## config.mk

```make
export PLATFORM = sky130hd
export DESIGN_NAME = alphabet_shift_word_reverse_decoder_top_flat
export DESIGN_NICKNAME = d
export VERILOG_FILES = /design/src/hdl/asw_pkg.sv /design/src/hdl/asw_in_if.sv /design/src/hdl/asw_out_if.sv /design/src/hdl/asw_ram.sv /design/src/hdl/asw_mod.sv /design/src/hdl/alphabet_shift_word_reverse_decoder_top.sv /design/src/flat_wrapper.sv
export SDC_FILE = /design/constraint.sdc
export NUM_CORES = 1
export LEC_CHECK = 0
export ABC_CLOCK_PERIOD_IN_PS = 6600
export BUFFER_PORTS_ARGS = -buffer_cell sky130_fd_sc_hd__buf_2
export CAP_MARGIN = 20
export CORE_MARGIN = 2
export CORE_UTILIZATION = 55
export CTS_CLUSTER_SIZE = 20
export DETAILED_ROUTE_END_ITERATION = 10
export GPL_TIMING_DRIVEN = 0
export MAX_ROUTING_LAYER = met4
export PLACE_DENSITY = 0.8
export SYNTH_ARGS = -nofsm -noshare
export SYNTH_HDL_FRONTEND = slang
export SYNTH_HIERARCHICAL = 1
export SYNTH_SLANG_ARGS = --single-unit
```

## constraint.sdc

```tcl
create_clock -name clk -period 6.6 [get_ports clk]
set_clock_uncertainty 0.05 [all_clocks]
set_input_delay 1.32 -clock clk [delete_from_list [all_inputs] [get_ports clk]]
set_output_delay 1.32 -clock clk [all_outputs]
set_load 0.005 [all_outputs]
```

## src/hdl/asw_pkg.sv

```systemverilog
// Package for the alphabet shift decoder with word reversal.
// Holds the sizes, register indexes and character constants shared by the top level and the testbench.
// No dependencies.
package asw_pkg;

  localparam int AlphabetMax = 16;
  localparam int WordMax = 63;
  localparam int WordAw = 6;
  localparam int CfgIndexW = 3;
  localparam int CfgDataW = 64;

  localparam logic [CfgIndexW-1:0] RegAlphabetLow = 3'd0;
  localparam logic [CfgIndexW-1:0] RegAlphabetHigh = 3'd1;
  localparam logic [CfgIndexW-1:0] RegAlphabetLength = 3'd2;
  localparam logic [CfgIndexW-1:0] RegShift = 3'd3;
  localparam logic [CfgIndexW-1:0] RegChunkLength = 3'd4;

  localparam logic [7:0] CharLowerA = 8'h61;
  localparam logic [7:0] CharLowerZ = 8'h7a;
  localparam logic [7:0] CharUpperA = 8'h41;
  localparam logic [7:0] CharUpperZ = 8'h5a;
  localparam logic [7:0] CharNewline = 8'h0a;

  function automatic logic is_letter(input logic [7:0] c);
    return ((c >= CharLowerA) && (c <= CharLowerZ)) ||
           ((c >= CharUpperA) && (c <= CharUpperZ));
  endfunction

endpackage

```

## src/hdl/asw_in_if.sv

```systemverilog
// Input channel of the decoder: one ciphertext byte per transfer.
// Depends on nothing.
interface asw_in_if;
  logic       valid;
  logic       ready;
  logic [7:0] in_char;
  logic       end_of_text;

  modport source (output valid, output in_char, output end_of_text, input ready);
  modport sink (input valid, input in_char, input end_of_text, output ready);
endinterface

```

## src/hdl/asw_out_if.sv

```systemverilog
// Output channel of the decoder: one decoded byte per transfer.
// Depends on nothing.
interface asw_out_if;
  logic       valid;
  logic       ready;
  logic [7:0] out_char;
  logic       last_of_run;

  modport source (output valid, output out_char, output last_of_run, input ready);
  modport sink (input valid, input out_char, input last_of_run, output ready);
endinterface

```

## src/hdl/asw_ram.sv

```systemverilog
// Generic single-write, single-read RAM with registered read data.
// Depends on nothing.
module asw_ram #(
  parameter int WIDTH = 8,
  parameter int DEPTH = 63
) (
  input  logic                     clk,
  input  logic                     we,
  input  logic [$clog2(DEPTH)-1:0] waddr,
  input  logic [WIDTH-1:0]         wdata,
  input  logic                     re,
  input  logic [$clog2(DEPTH)-1:0] raddr,
  output logic [WIDTH-1:0]         rdata
);

  logic [WIDTH-1:0] mem [DEPTH];

  always_ff @(posedge clk) begin
    if (we) begin
      mem[waddr] <= wdata;
    end
    if (re) begin
      rdata <= mem[raddr];
    end
  end

endmodule

```

## src/hdl/asw_mod.sv

```systemverilog
// Iterative remainder unit: signed shift modulo alphabet length, non-negative.
// One quotient bit per cycle. Depends on nothing.
module asw_mod (
  input  logic       clk,
  input  logic       rst,
  input  logic       start,
  input  logic [8:0] shift,
  input  logic [4:0] n,
  output logic       done,
  output logic [3:0] r
);

  logic       busy;
  logic [3:0] cnt;
  logic [8:0] mag;
  logic       neg;
  logic [4:0] rem;
  logic [5:0] trial;
  logic [4:0] rem_next;
  logic [4:0] r_wide;

  assign trial = {rem, mag[8]};
  assign rem_next = (trial >= {1'b0, n}) ? 5'(trial - {1'b0, n}) : trial[4:0];
  assign r_wide = (neg && (rem != 5'd0)) ? 5'(n - rem) : rem;
  assign r = r_wide[3:0];

  always_ff @(posedge clk) begin
    if (rst) begin
      busy <= 1'b0;
      done <= 1'b0;
      cnt <= '0;
    end else begin
      done <= 1'b0;
      if (start) begin
        busy <= 1'b1;
        cnt <= 4'd9;
      end else if (busy) begin
        cnt <= 4'(cnt - 4'd1);
        if (cnt == 4'd1) begin
          busy <= 1'b0;
          done <= 1'b1;
        end
      end
    end
  end

  always_ff @(posedge clk) begin
    if (start) begin
      neg <= shift[8];
      mag <= shift[8] ? 9'(-shift) : shift;
      rem <= '0;
    end else if (busy) begin
      rem <= rem_next;
      mag <= {mag[7:0], 1'b0};
    end
  end

endmodule

```

## src/hdl/alphabet_shift_word_reverse_decoder_top.sv

```systemverilog
// Top level of the alphabet shift decoder with word reversal.
// Depends on asw_pkg, asw_in_if, asw_out_if, asw_mod and asw_ram.
//
// Each byte is substituted, then letters are held in a word RAM and sent out
// reversed when a non-letter, a chunk end or the end of text arrives. One
// byte at a time is in work: the transfer is taken, the remainder unit runs
// nine shift-and-subtract steps and gives its done flag, the alphabet entries
// are compared in turn up to the first match (up to sixteen) and a decision
// step follows. A flush then reads each held letter from the RAM and loads it
// into the output, closes and, after a non-letter, sends that byte last, with
// any stall from the output side. The word RAM needs no clearing pass after reset.
module alphabet_shift_word_reverse_decoder_top (
  input  logic                               clk,
  input  logic                               rst,
  input  logic                               cfg_we,
  input  logic [asw_pkg::CfgIndexW-1:0]      cfg_index,
  input  logic [asw_pkg::CfgDataW-1:0]       cfg_wdata,
  asw_in_if.sink                             text,
  asw_out_if.source                          decoded
);

  localparam logic [2:0] S_IDLE   = 3'd0;
  localparam logic [2:0] S_MOD    = 3'd1;
  localparam logic [2:0] S_SCAN   = 3'd2;
  localparam logic [2:0] S_DECIDE = 3'd3;
  localparam logic [2:0] S_FLUSH  = 3'd4;
  localparam logic [2:0] S_WAIT   = 3'd5;
  localparam logic [2:0] S_TAIL   = 3'd6;

  logic [2:0]   state;
  logic [63:0]  alphabet_low;
  logic [63:0]  alphabet_high;
  logic [4:0]   alphabet_length;
  logic [8:0]   shift;
  logic [6:0]   chunk_length;

  logic [7:0]   ch;
  logic         eot;
  logic [7:0]   sub_ch;
  logic [3:0]   idx;
  logic [asw_pkg::WordAw-1:0] wc;
  logic [asw_pkg::WordAw-1:0] pos;
  logic         tail;
  logic         out_valid;
  logic [7:0]   out_char;
  logic         out_last;

  logic [127:0] alpha_all;
  logic [4:0]   n;
  logic [6:0]   cl;
  logic [6:0]   lim;
  logic [6:0]   pos_inc;
  logic         end_chunk;
  logic         letter;
  logic         out_free;
  logic         out_load;
  logic         mod_start;
  logic         mod_done;
  logic [3:0]   r;
  logic [4:0]   sum;
  logic [4:0]   jw;
  logic [7:0]   entry_idx;
  logic [7:0]   entry_rot;
  logic         ram_we;
  logic         ram_re;
  logic [7:0]   ram_rdata;

  assign alpha_all = {alphabet_high, alphabet_low};
  assign n = (alphabet_length == 5'd0) ? 5'd1 :
             (alphabet_length > 5'(asw_pkg::AlphabetMax)) ? 5'(asw_pkg::AlphabetMax) :
             alphabet_length;
  assign cl = (chunk_length < 7'd2) ? 7'd2 : (chunk_length > 7'd64) ? 7'd64 : chunk_length;
  assign lim = (7'(cl - 7'd1) > 7'(asw_pkg::WordMax)) ? 7'(asw_pkg::WordMax) :
               7'(cl - 7'd1);
  assign pos_inc = 7'({1'b0, pos} + 7'd1);
  assign end_chunk = (sub_ch == asw_pkg::CharNewline) || (pos_inc >= lim) || eot;
  assign letter = asw_pkg::is_letter(sub_ch);
  assign out_free = !out_valid || decoded.ready;
  assign out_load = ((state == S_WAIT) || (state == S_TAIL)) && out_free;

  assign entry_idx = alpha_all[{idx, 3'b000} +: 8];
  assign sum = 5'({1'b0, idx} + {1'b0, r});
  assign jw = (sum >= n) ? 5'(sum - n) : sum;
  assign entry_rot = alpha_all[{jw[3:0], 3'b000} +: 8];

  assign mod_start = (state == S_IDLE) && text.valid;
  assign ram_we = (state == S_DECIDE) && letter;
  assign ram_re = (state == S_FLUSH) && (wc != '0);

  assign text.ready = (state == S_IDLE);
  assign decoded.valid = out_valid;
  assign decoded.out_char = out_char;
  assign decoded.last_of_run = out_last;

  asw_mod u_mod (
    .clk   (clk),
    .rst   (rst),
    .start (mod_start),
    .shift (shift),
    .n     (n),
    .done  (mod_done),
    .r     (r)
  );

  asw_ram #(
    .WIDTH (8),
    .DEPTH (asw_pkg::WordMax)
  ) u_word_ram (
    .clk   (clk),
    .we    (ram_we),
    .waddr (wc),
    .wdata (sub_ch),
    .re    (ram_re),
    .raddr (6'(wc - 6'd1)),
    .rdata (ram_rdata)
  );

  always_ff @(posedge clk) begin
    if (rst) begin
      alphabet_low <= '0;
      alphabet_high <= '0;
      alphabet_length <= 5'd1;
      shift <= '0;
      chunk_length <= 7'd40;
    end else if (cfg_we) begin
      case (cfg_index)
        asw_pkg::RegAlphabetLow: alphabet_low <= cfg_wdata;
        asw_pkg::RegAlphabetHigh: alphabet_high <= cfg_wdata;
        asw_pkg::RegAlphabetLength: alphabet_length <= cfg_wdata[4:0];
        asw_pkg::RegShift: shift <= cfg_wdata[8:0];
        asw_pkg::RegChunkLength: chunk_length <= cfg_wdata[6:0];
        default: ;
      endcase
    end
  end

  always_ff @(posedge clk) begin
    if (rst) begin
      state <= S_IDLE;
      wc <= '0;
      pos <= '0;
      tail <= 1'b0;
      out_valid <= 1'b0;
    end else begin
      if (decoded.ready && !out_load) begin
        out_valid <= 1'b0;
      end
      case (state)
        S_IDLE: begin
          if (text.valid) begin
            ch <= text.in_char;
            eot <= text.end_of_text;
            state <= S_MOD;
          end
        end
        S_MOD: begin
          if (mod_done) begin
            idx <= '0;
            state <= S_SCAN;
          end
        end
        S_SCAN: begin
          if (entry_idx == ch) begin
            sub_ch <= entry_rot;
            state <= S_DECIDE;
          end else if (5'({1'b0, idx} + 5'd1) >= n) begin
            sub_ch <= ch;
            state <= S_DECIDE;
          end else begin
            idx <= 4'(idx + 4'd1);
          end
        end
        S_DECIDE: begin
          if (letter) begin
            wc <= 6'(wc + 6'd1);
          end
          tail <= !letter;
          pos <= end_chunk ? '0 : pos_inc[5:0];
          state <= (!letter || end_chunk) ? S_FLUSH : S_IDLE;
        end
        S_FLUSH: begin
          if (wc != '0) begin
            wc <= 6'(wc - 6'd1);
            state <= S_WAIT;
          end else begin
            state <= tail ? S_TAIL : S_IDLE;
          end
        end
        S_WAIT: begin
          if (out_free) begin
            out_valid <= 1'b1;
            out_char <= ram_rdata;
            out_last <= (wc == '0) && !tail;
            state <= S_FLUSH;
          end
        end
        S_TAIL: begin
          if (out_free) begin
            out_valid <= 1'b1;
            out_char <= sub_ch;
            out_last <= 1'b1;
            tail <= 1'b0;
            state <= S_IDLE;
          end
        end
        default: state <= S_IDLE;
      endcase
    end
  end

`ifndef SYNTHESIS
  a_word_within_chunk: assert property (@(posedge clk) disable iff (rst)
    (state == S_IDLE) |-> (wc <= pos))
    else $error("held word is longer than the current chunk");

  a_busy_after_transfer: assert property (@(posedge clk) disable iff (rst)
    (text.valid && text.ready) |=> !text.ready)
    else $error("input accepted while an item is in work");

  a_mod_done_in_mod: assert property (@(posedge clk) disable iff (rst)
    mod_done |-> (state == S_MOD))
    else $error("remainder unit finished outside its phase");

  a_output_held: assert property (@(posedge clk) disable iff (rst)
    (out_valid && !decoded.ready) |=>
      (out_valid && $stable(out_char) && $stable(out_last)))
    else $error("decoded byte changed while waiting for its transfer");
`endif

endmodule

```

## src/flat_wrapper.sv

```systemverilog
// flat-port wrapper written by rule: the top's interface ports become plain ports
module alphabet_shift_word_reverse_decoder_top_flat 
  (clk, rst, cfg_we, cfg_index, cfg_wdata, text_valid, text_in_char, text_end_of_text, text_ready, decoded_valid, decoded_out_char, decoded_last_of_run, decoded_ready);
  asw_in_if text_i ();
  asw_out_if decoded_i ();
  input  logic clk;
  input  logic rst;
  input  logic cfg_we;
  input  logic [asw_pkg::CfgIndexW-1:0] cfg_index;
  input  logic [asw_pkg::CfgDataW-1:0] cfg_wdata;
  input wire logic [$bits(text_i.valid)-1:0] text_valid;
  input wire logic [$bits(text_i.in_char)-1:0] text_in_char;
  input wire logic [$bits(text_i.end_of_text)-1:0] text_end_of_text;
  output wire logic [$bits(text_i.ready)-1:0] text_ready;
  output wire logic [$bits(decoded_i.valid)-1:0] decoded_valid;
  output wire logic [$bits(decoded_i.out_char)-1:0] decoded_out_char;
  output wire logic [$bits(decoded_i.last_of_run)-1:0] decoded_last_of_run;
  input wire logic [$bits(decoded_i.ready)-1:0] decoded_ready;
  assign text_i.valid = text_valid;
  assign text_i.in_char = text_in_char;
  assign text_i.end_of_text = text_end_of_text;
  assign text_ready = text_i.ready;
  assign decoded_valid = decoded_i.valid;
  assign decoded_out_char = decoded_i.out_char;
  assign decoded_last_of_run = decoded_i.last_of_run;
  assign decoded_i.ready = decoded_ready;
  alphabet_shift_word_reverse_decoder_top u_core (.clk(clk), .rst(rst), .cfg_we(cfg_we), .cfg_index(cfg_index), .cfg_wdata(cfg_wdata), .text(text_i), .decoded(decoded_i));
endmodule
```

==> out/metrics.cfg <==
[run_status]
status=finished, final reports clean

[clock_tree]
tritoncts=built
root_buffer=clkbuf_16
clock_latency_ns=0.63
clock-sinks=729
path_clk_slew_ns=0.06
cts_max_path_buffers=3
cts_made_buffers=73
h-tree-depth=3

[sta]
period_needed_ns=6.46
drv_slew=0
fin_ws_ns=0.139
max_slew_margin_pct=27.0
tightestPinTransition_ns=1.10
hold_viol_final=0
timing.fmax_mhz=155
holdWs_ns=0.423
min_period_over_period_pct=97.9
setup_violations=0

[floorplanning]
num_io_pins=92
fp-row-count=88
die_area_sq_um=60500
die_w_um=246
core_area_sq_um=57800
die_h_um=246
initial_core_util_pct=55.7

[cells_and_area]
nets=2678
layout-area-overhead-vs-synth_pct=13.3
nFillCells=4153
drive_gt1_share_pct=17.3
final_core_utilization_pct=63.1
n_antenna_cell=0

[routing]
drt_first_pass_iters=9
drc=0
antenna_left=0
vias_per_cell=6.74
drt_iter0_drc=3508
wl_per_cell_um=28.3
vias=22700
totalWireLength_um=95500

[worst_setup_path]
cp_max_fo=10
worstReg2RegEnd=u_core/sub_ch[4]$_DFFE_PP_
critPathCapture=u_core/sub_ch[4]$_DFFE_PP_
crit_path_end_kind=flip-flop
setup.worst_path.start=u_core/alphabet_length[1]$_SDFFE_PP0P_
reg2reg_slack_ns=0.14
required_ns=6.92
crit_type=flip-flop to flip-flop
r2r_cells=22
startpoint_type=flip-flop
cp.arrival_ns=6.78
reg2reg_from=u_core/alphabet_length[1]$_SDFFE_PP0P_

[yosys]
syn_inst=2365
synth_area_sq_um=32200
synth_seq_cells=729
synth_cell_types=83
synth-async-reset-ratio_pct=0
ys_seq_area_share_pct=62.4
synthFlopType=edfxtp_1
syn_nets=2489
synth-edff-count=552
yosys_warnings=6
syn_avg_cell_area_sq_um=13.6

[grt]
grt_pass1_vias=22000
grt_usage_pct=32.5
grt_use_met1_pct=42.2
gr-usage-met3_pct=6.58
antenna_found_initial=1
gr-total-overflow=0
busiest_layer=met2
use_met2_pct=49.8
grt_max_degree=32
grt_pass1_wl_um=140000

[power_and_ir_drop]
seqPwrFrac_pct=37.8
p_switching_w=0.00456
p_per_area_nw_per_um2=361
p_sw_share_pct=34.6
cellLeakagePower_nw=12.7
internal_power_w=0.00862
ir_drop_uv=470
p_clk_share_pct=31.1
comb_power_share_pct=31.1

[flow_run]
max_cap_viol_count=0

[placement]
port_buffers=91
dp_hpwl_um=65700
gp_congestion=0.998
dp_slack_ns=-0.224

[min_path]
worstHoldStart=u_core/alphabet_low[50]$_SDFFE_PP0P_
hold_class=flip-flop to flip-flop

## per-stage QoR
step                area, sq um  setup TNS (ns)  power [W]  cells
finish                    36500               0     0.0132   3376
global route              36500         -0.0305     0.0135   3376
CTS                       36500               0     0.0129   3373
detailed placement        34100           -1.02    0.00887   3241
global placement          33600          -0.208    0.00887   3221
floorplan                 32200               0    0.00752   2365
## logic make-up after synthesis
| logic type | after synthesis | synth area share [%] |
|---|---|---|
| DFF | 729 | 62.4 |
| and+or+nand+nor | 702 | 9.77 |
| AOI/OAI and AO/OA | 420 | 8.51 |
| muxes | 243 | 13.8 |
| buffers and inverters | 189 | 2.62 |
| adders and majority gates | 43 | 1.76 |
| xor gates and xnor gates | 38 | 1.03 |
| other | 1 | 0.0116 |
## placed cells by master (no fill, tap or decap), types with 33 or more instances in the layout
master	instances
a2111oi_0	33
ha_1	39
nand2_1	374
mux4_2	126
buf_2	107
nor2_1	131
mux2i_1	51
dfxtp_1	177
and3_1	40
edfxtp_1	552
mux2_2	35
clkbuf_16	75
a21oi_1	187
inv_1	42
clkbuf_1	119
## worst min path at each step
stage | end | slack (ns) | cells after the start
after floorplan | u_core/u_mod/neg$_DFFE_PP_ | 0.38 | 0
after global routing | u_core/alphabet_low[36]$_SDFFE_PP0P_ | 0.44 | 2
final | u_core/alphabet_low[50]$_SDFFE_PP0P_ | 0.42 | 2
after CTS | u_core/alphabet_low[50]$_SDFFE_PP0P_ | 0.42 | 2
after global placement | u_core/alphabet_high[49]$_SDFFE_PP0P_ | 0.40 | 2
after detailed placement | u_core/alphabet_low[5]$_SDFFE_PP0P_ | 0.41 | 2
## power groups by stage
| stage | clock network [W] | registers (W) | logic, W |
|---|---|---|---|
| 2_1_floorplan | 0 | 0.00506 | 0.00246 |
| 3_3_place_gp | 0 | 0.00507 | 0.00379 |
| 3_5_place_dp | 0 | 0.00508 | 0.00380 |
| 4_1_cts | 0.00413 | 0.00498 | 0.00383 |
| 5_1_grt | 0.00430 | 0.00499 | 0.00426 |
| 6_report | 0.00410 | 0.00498 | 0.00410 |
## per-layer routing
layer	up-vias	share of wire [%]	wire length (um)
met4	0	5.2	5000
met3	349	12	11600
met5	-	0	0
met1	11100	37	34900
met2	1830	46	44000
li1	9446	-	-
## worst max-delay path: stages, from the launching register on
cell	delay, ns
dfxtp_1	0.33
nor3_1	0.21
nor2_1	0.07
nor2_2	0.30
inv_1	0.09
ha_1	0.21
inv_1	0.10
fa_1	0.42
mux2_2	0.32
fa_1	0.47
a21o_1	0.18
a21o_1	0.17
ha_1	0.26
clkbuf_1	0.19
a21oi_1	0.32
o32ai_1	0.15
a41oi_1	0.26
nor2b_2	0.53
clkbuf_1	0.41
nand2_1	0.34
o22ai_1	0.34
o22ai_1	0.17
mux2_4	0.29
## cell type report
cell class | instances | area, sq um | share of cell area, %
buffer | 145 | 687 | 1.88
clock buffer | 90 | 1940 | 5.32
clock inverter | 42 | 413 | 1.13
inverter | 44 | 165 | 0.453
multi-input combinational | 1447 | 11300 | 30.9
sequential | 729 | 20100 | 55.1
tap | 765 | 957 | 2.62
timing repair buffer | 114 | 928 | 2.54
## cell usage after synthesis, drive strengths merged (14+ instances only)
cell	instances	area share [%]
edfxtp	552	51
nand2	374	4.4
a21oi	187	2.9
dfxtp	177	11
mux4	149	11
nor2	132	1.5
clkbuf	106	1.2
mux2i	52	1.6
inv	42	0.49
mux2	42	1.5
and3	40	0.78
buf	39	0.87
ha	39	1.5
o21ai	38	0.63
a2111oi	34	0.92
nand3	30	0.47
nor2b	30	0.58
o22ai	24	0.47
xor2	22	0.60
nor3	20	0.31
a22oi	16	0.37
xnor2	16	0.43
nand3b	14	0.33
## flip-flops by register name (all words and copies together) (netlist names), 4 cells and up
register and cells:
u_core/alphabet_high 64, u_core/alphabet_length 5, u_core/alphabet_low 64, u_core/ch 8, u_core/chunk_length 7, u_core/decoded.out_char 8
u_core/idx 4, u_core/pos 6, u_core/shift 9, u_core/sub_ch 8, u_core/u_mod/cnt 4, u_core/u_mod/mag 9
u_core/u_mod/rem 5, u_core/u_word_ram/mem 504, u_core/u_word_ram/rdata 8, u_core/wc 6
## timing repair
| action | 4_1_cts | 5_1_grt |
|---|---|---|
| buffers inserted | 0 | 2 |
| endpoints found under the setup margin | 8 | 8 |
| pin swaps | 0 | 1 |
| hold buffers | 0 | 0 |
| gates resized for setup | 4 | 10 |
Note: power is estimated with default switching activity, not from simulation.
